## src/reward_eligibility_weight_update_defines.svh

```systemverilog
// ----------------------------------------------------------------------------
// reward eligibility weight update: assertion macros
// wraps concurrent assertions so that synthesis sees empty bodies
// ----------------------------------------------------------------------------
`ifndef REWARD_ELIGIBILITY_WEIGHT_UPDATE_DEFINES_SVH
`define REWARD_ELIGIBILITY_WEIGHT_UPDATE_DEFINES_SVH

`ifndef SYNTHESIS
`define REWU_ASSERT(label, clk, rst_n, prop) \
    label: assert property (@(posedge clk) disable iff (!rst_n) prop) \
        else $error("rewu assertion failed");
`define REWU_NEVER(label, clk, rst_n, cond) \
    label: assert property (@(posedge clk) disable iff (!rst_n) !(cond)) \
        else $error("rewu forbidden condition seen");
`else
`define REWU_ASSERT(label, clk, rst_n, prop)
`define REWU_NEVER(label, clk, rst_n, cond)
`endif

`endif

```

## src/rewu_pkg.sv

```systemverilog
// ----------------------------------------------------------------------------
// rewu_pkg
// types, constants and codes shared by the reward eligibility weight update
// ----------------------------------------------------------------------------
package rewu_pkg;

    localparam int SYNAPSE_SLOTS = 32;
    localparam int SLOT_AW = (SYNAPSE_SLOTS > 1) ? $clog2(SYNAPSE_SLOTS) : 1;

    // 0.3 in q0.16, dopamine ceiling 1.0 in q1.15
    localparam logic [15:0] DA_GAIN = 16'd19661;
    localparam logic [15:0] DA_MAX  = 16'd32768;

    localparam logic        RST_ENABLE    = 1'b1;
    localparam logic [15:0] RST_RATE      = 16'd655;
    localparam logic [14:0] RST_THRESHOLD = 15'd41;
    localparam logic [15:0] RST_DECAY     = 16'd62259;

    localparam logic OP_LOAD   = 1'b0;
    localparam logic OP_REWARD = 1'b1;

    typedef enum logic [1:0] {
        CFG_ENABLE    = 2'd0,
        CFG_RATE      = 2'd1,
        CFG_THRESHOLD = 2'd2,
        CFG_DECAY     = 2'd3
    } cfg_index_t;

    typedef enum logic [1:0] {
        EV_LTP  = 2'd0,
        EV_LTD  = 2'd1,
        EV_DONE = 2'd2
    } event_kind_t;

    typedef struct packed {
        logic               opcode;
        logic [4:0]         entry_index;
        logic               entry_active;
        logic signed [15:0] entry_weight;
        logic signed [15:0] entry_wmin;
        logic signed [15:0] entry_wmax;
        logic signed [15:0] entry_trace;
        logic signed [15:0] reward_value;
    } item_t;

    typedef struct packed {
        logic [1:0]         event_kind;
        logic [4:0]         slot;
        logic signed [15:0] weight_before;
        logic signed [15:0] weight_after;
        logic [15:0]        dopamine_level;
        logic               last;
    } result_t;

    typedef struct packed {
        logic signed [15:0] weight;
        logic signed [15:0] wmin;
        logic signed [15:0] wmax;
        logic signed [15:0] trace;
    } entry_t;

    typedef struct packed {
        logic               load;
        logic               take_reward;
        logic               da_mul;
        logic               da_add;
        logic               issue;
        logic [SLOT_AW-1:0] addr;
        logic               emit_done;
    } ctrl_cmd_t;

    typedef struct packed {
        logic adv;
        logic busy;
        logic enable;
    } ctrl_status_t;

endpackage

```

## src/rewu_ctrl.sv

```systemverilog
// ----------------------------------------------------------------------------
// rewu_ctrl
// sequencer: load writes, dopamine update, slot sweep and done transfer
// ----------------------------------------------------------------------------
module rewu_ctrl
    import rewu_pkg::*;
(
    input  logic         clk,
    input  logic         rst_n,
    input  logic         item_valid,
    input  logic         opcode,
    output logic         item_stall,
    output ctrl_cmd_t    cmd,
    input  ctrl_status_t status
);

    typedef enum logic [2:0] {
        S_IDLE,
        S_DA_MUL,
        S_DA_ADD,
        S_SWEEP,
        S_DRAIN
    } state_t;

    state_t             state_reg;
    state_t             state_next;
    logic [SLOT_AW-1:0] cnt_reg;
    logic [SLOT_AW-1:0] cnt_next;

    always_comb
    begin
        state_next = state_reg;
        cnt_next   = cnt_reg;
        cmd        = '0;
        cmd.addr   = cnt_reg;
        case (state_reg)
            S_IDLE:
            begin
                if (item_valid)
                begin
                    if (opcode == OP_LOAD)
                    begin
                        cmd.load = 1'b1;
                    end
                    else
                    begin
                        cmd.take_reward = 1'b1;
                        state_next      = S_DA_MUL;
                    end
                end
            end
            S_DA_MUL:
            begin
                cmd.da_mul = 1'b1;
                state_next = S_DA_ADD;
            end
            S_DA_ADD:
            begin
                cmd.da_add = 1'b1;
                cnt_next   = '0;
                state_next = status.enable ? S_SWEEP : S_DRAIN;
            end
            S_SWEEP:
            begin
                if (status.adv)
                begin
                    cmd.issue = 1'b1;
                    if (cnt_reg == SLOT_AW'(SYNAPSE_SLOTS - 1))
                    begin
                        state_next = S_DRAIN;
                    end
                    else
                    begin
                        cnt_next = cnt_reg + 1'b1;
                    end
                end
            end
            S_DRAIN:
            begin
                if (!status.busy && status.adv)
                begin
                    cmd.emit_done = 1'b1;
                    state_next    = S_IDLE;
                end
            end
            default:
            begin
                state_next = S_IDLE;
            end
        endcase
    end

    always_ff @(posedge clk or negedge rst_n)
    begin
        if (!rst_n)
        begin
            state_reg <= S_IDLE;
            cnt_reg   <= '0;
        end
        else
        begin
            state_reg <= state_next;
            cnt_reg   <= cnt_next;
        end
    end

    assign item_stall = (state_reg != S_IDLE);

endmodule

```

## config.mk

```make
export PLATFORM = sky130hd
export DESIGN_NAME = rewu_ctrl
export DESIGN_NICKNAME = d
export VERILOG_FILES = /design/src/reward_eligibility_weight_update_defines.svh /design/src/rewu_pkg.sv /design/src/rewu_ctrl.sv
export SDC_FILE = /design/constraint.sdc
export NUM_CORES = 1
export LEC_CHECK = 0
export BUFFER_PORTS_ARGS = -buffer_cell sky130_fd_sc_hd__clkbuf_2
export CELL_PAD_IN_SITES_DETAIL_PLACEMENT = 1
export CELL_PAD_IN_SITES_GLOBAL_PLACEMENT = 1
export CORE_AREA = 2 2 45 47
export CTS_CLUSTER_DIAMETER = 150
export DETAILED_ROUTE_END_ITERATION = 7
export DIE_AREA = 0 0 47 49
export PLACE_DENSITY_LB_ADDON = 0.1
export SYNTH_ARGS = -nofsm -noshare
export SYNTH_HDL_FRONTEND = slang
export SYNTH_SLANG_ARGS = --single-unit
```

## constraint.sdc

```tcl
create_clock -name clk -period 3.9 [get_ports clk]
set_input_delay 0.78 -clock clk [delete_from_list [all_inputs] [get_ports clk]]
set_output_delay 0.78 -clock clk [all_outputs]
set_load 0.1 [all_outputs]
```

==> impl_metrics.yaml <==
status:
  status: "completed"
cts:
  clock_latency_ns: 0.26
  cts_sinks: 8
  clkTransAtPathRegs_ns: 0.06
  numCtsBuffers: 3
  cts_buffer_depth: 2
  cts_setup_buffers: 0
  clk_root_buffer_cell: "clkbuf_4"
  cts_resized: 0
  htree_levels: 1
  postCtsHoldBufs: 0
  cts_tree: "done"
global_routing:
  grt_usage_pct: 12.9
  grt_pass1_vias: 476
  overflow: 0
  antenna_found_initial: 0
  grt_pass1_wl_mm: 2.08
  grt_max_degree: 20
critical_path:
  crit_path_end_kind: "output port"
  r2r-end: "cnt_reg[3]"
  worstPathRequired_ns: 3.12
  reg2reg_from: "cnt_reg[0]"
  worst_ep_arrival_time_ns: 1.87
  critical_path_class: "reg -> out"
  reg2reg_depth: 6
  start_kind: "flip-flop"
  r2r_slack_ns: 1.99
  critPathMaxFanout: 19
logic_synthesis:
  synth_area_um2: 543
  ys_warn_count: 0
  yosys.area.top_type: "dfrtp_1"
  synthTopCellsByArea: "dfrtp_1 (37%), nand3_1 (7.4%), ha_1 (4.6%)"
  yosysTopAreaCellShare_pct: 36.9
  yosysSeqAreaShare_pct: 36.9
  synth.distinct_cells: 26
  avgSynthCellArea_um2: 9.20
  synthCells: 59
  syn_nets: 68
  ys_ff_latch: 8
sta:
  finalCriticalPeriod_ns: 2.65
  fin_crit_sh_pct: 68.0
  tns_ns: 0
  hold_viol: 0
  rsz0062_at_grt: "no"
  final.setup.worst_slack_ns: 1.25
  skew_ns: 0.00538
  holdWs_ns: 0.360
  maxSlewHeadroom_pct: 63.7
  max_freq_ghz: 0.377
  worstMarginPinSlew_ns: 0.544
  maxSlewViolCount: 0
  finalSetupViolCount: 0
hold_path:
  hold_path_class: "in -> async"
routing:
  totalWireLength_mm: 1.32
  drcViolationCount: 0
  vias_per_cell: 4.89
  routedWlPerCell_um: 12.6
  num_vias: 509
  drt_iter0_markers: 2
  drt_pass1_iterations: 4
  antenna_left: 0
layout:
  stdcell_count: 104
  drive_gt1_share_pct: 29.9
  largest_reg_flops: 5
  area_growth_pct: 21.9
  antenna_cells: 0
  final_nets: 88
placed_design:
  dp.cells: 101
  gp_congestion: 0.701
  dp_hpwl_mm: 1.01
  port-buffer-count: 18
  pre_cts_slack_ns: 1.35
floorplan:
  placementRows: 16
  die_w_um: 47
  io_pins: 19
  initial_core_util_pct: 29.5
  core_um2: 1840
  dieArea_um2: 2300
  die_h_um: 49
run:
  drv_cap: 0
==> worst max-delay path by stage <==
stage               slack (ns)  cells after the start    startpoint  endpoint
finish                    1.25                      3  state_reg[0]    cmd[9]
global placement          1.39                      4     status[2]    cmd[0]
detailed placement        1.35                      4     status[2]    cmd[0]
CTS                       1.22                      3  state_reg[0]    cmd[9]
global route              1.10                      3  state_reg[0]    cmd[9]
floorplan                 0.29                      3  state_reg[0]    cmd[8]
==> synthesized netlist by cell type <==
master,n
dfrtp_1,8
nand3_1,8
nand2_1,6
nor2_1,4
and3_1,3
nor3_1,3
a211o_1,2
a21oi_1,2
and2b_1,2
buf_6,2
ha_1,2
nand2b_1,2
nand4_1,2
a32o_1,1
and4_1,1
buf_2,1
inv_1,1
nand2b_4,1
nand3b_1,1
nand4b_1,1
nor3b_1,1
nor4_4,1
o211a_1,1
o21ai_0,1
o21bai_1,1
or2b_1,1
==> per-stage QoR <==
step	utilization (%)	area, um^2
finish	35.9	662
global placement	34.7	639
detailed placement	34.7	639
CTS	35.9	662
global route	35.9	662
floorplan	-	543
==> worst max-delay path, stage by stage (launching register included) <==
cell      delay (ns)
dfrtp_1         0.58
nor3_1          0.36
and3_1          0.22
clkbuf_2        0.46
==> cell type report <==
class	instances	area (um^2)
Clock buffer	3	22.5
Fill cell	244	1180
Inverter	1	3.75
Multi-Input combinational cell	47	312
Sequential cell	8	200
Tap cell	27	33.8
Timing Repair Buffer	18	90.1
==> placed cells by master (no fill, tap or decap) <==
cell	instances
o21bai_1	1
or2b_1	1
nor3_1	3
a32o_1	1
dfrtp_1	8
clkbuf_4	3
o211a_1	1
nor3b_1	1
nand2_1	6
nand3_1	8
nor2_1	4
and4_1	1
and2b_1	2
nor4_4	1
a21oi_1	2
o21ai_0	1
inv_1	1
nand2b_1	2
nand4_1	2
clkbuf_2	18
nand2b_4	1
nand3b_1	1
ha_1	2
and3_1	3
a211o_1	2
nand4b_1	1
==> metal layers <==
metal | share of wire (%) | vias up | GRT usage (%)
met2 | 47 | 9 | 19.6
li1 | - | 254 | -
met4 | 1.1 | 0 | 8.33
met1 | 48 | 244 | 15.3
met5 | 0 | - | 0
met3 | 3.3 | 2 | 3.33
==> cells by family (layout without fill, tap and decap cells) <==
group / Yosys count / in the layout / share of synthesized area [%]
AND/OR/NAND/NOR: 37 / 37 / 41.7
buffers and inverters: 4 / 22 / 5.76
flip-flops: 8 / 8 / 36.9
adder cells (fa/ha/maj): 2 / 2 / 4.61
AO/OA/AOI/OAI: 8 / 8 / 11.1
Power is left out: the tool's default activity adds up to more than one toggle a clock period on the data nets, which glitch-free logic cannot reach.
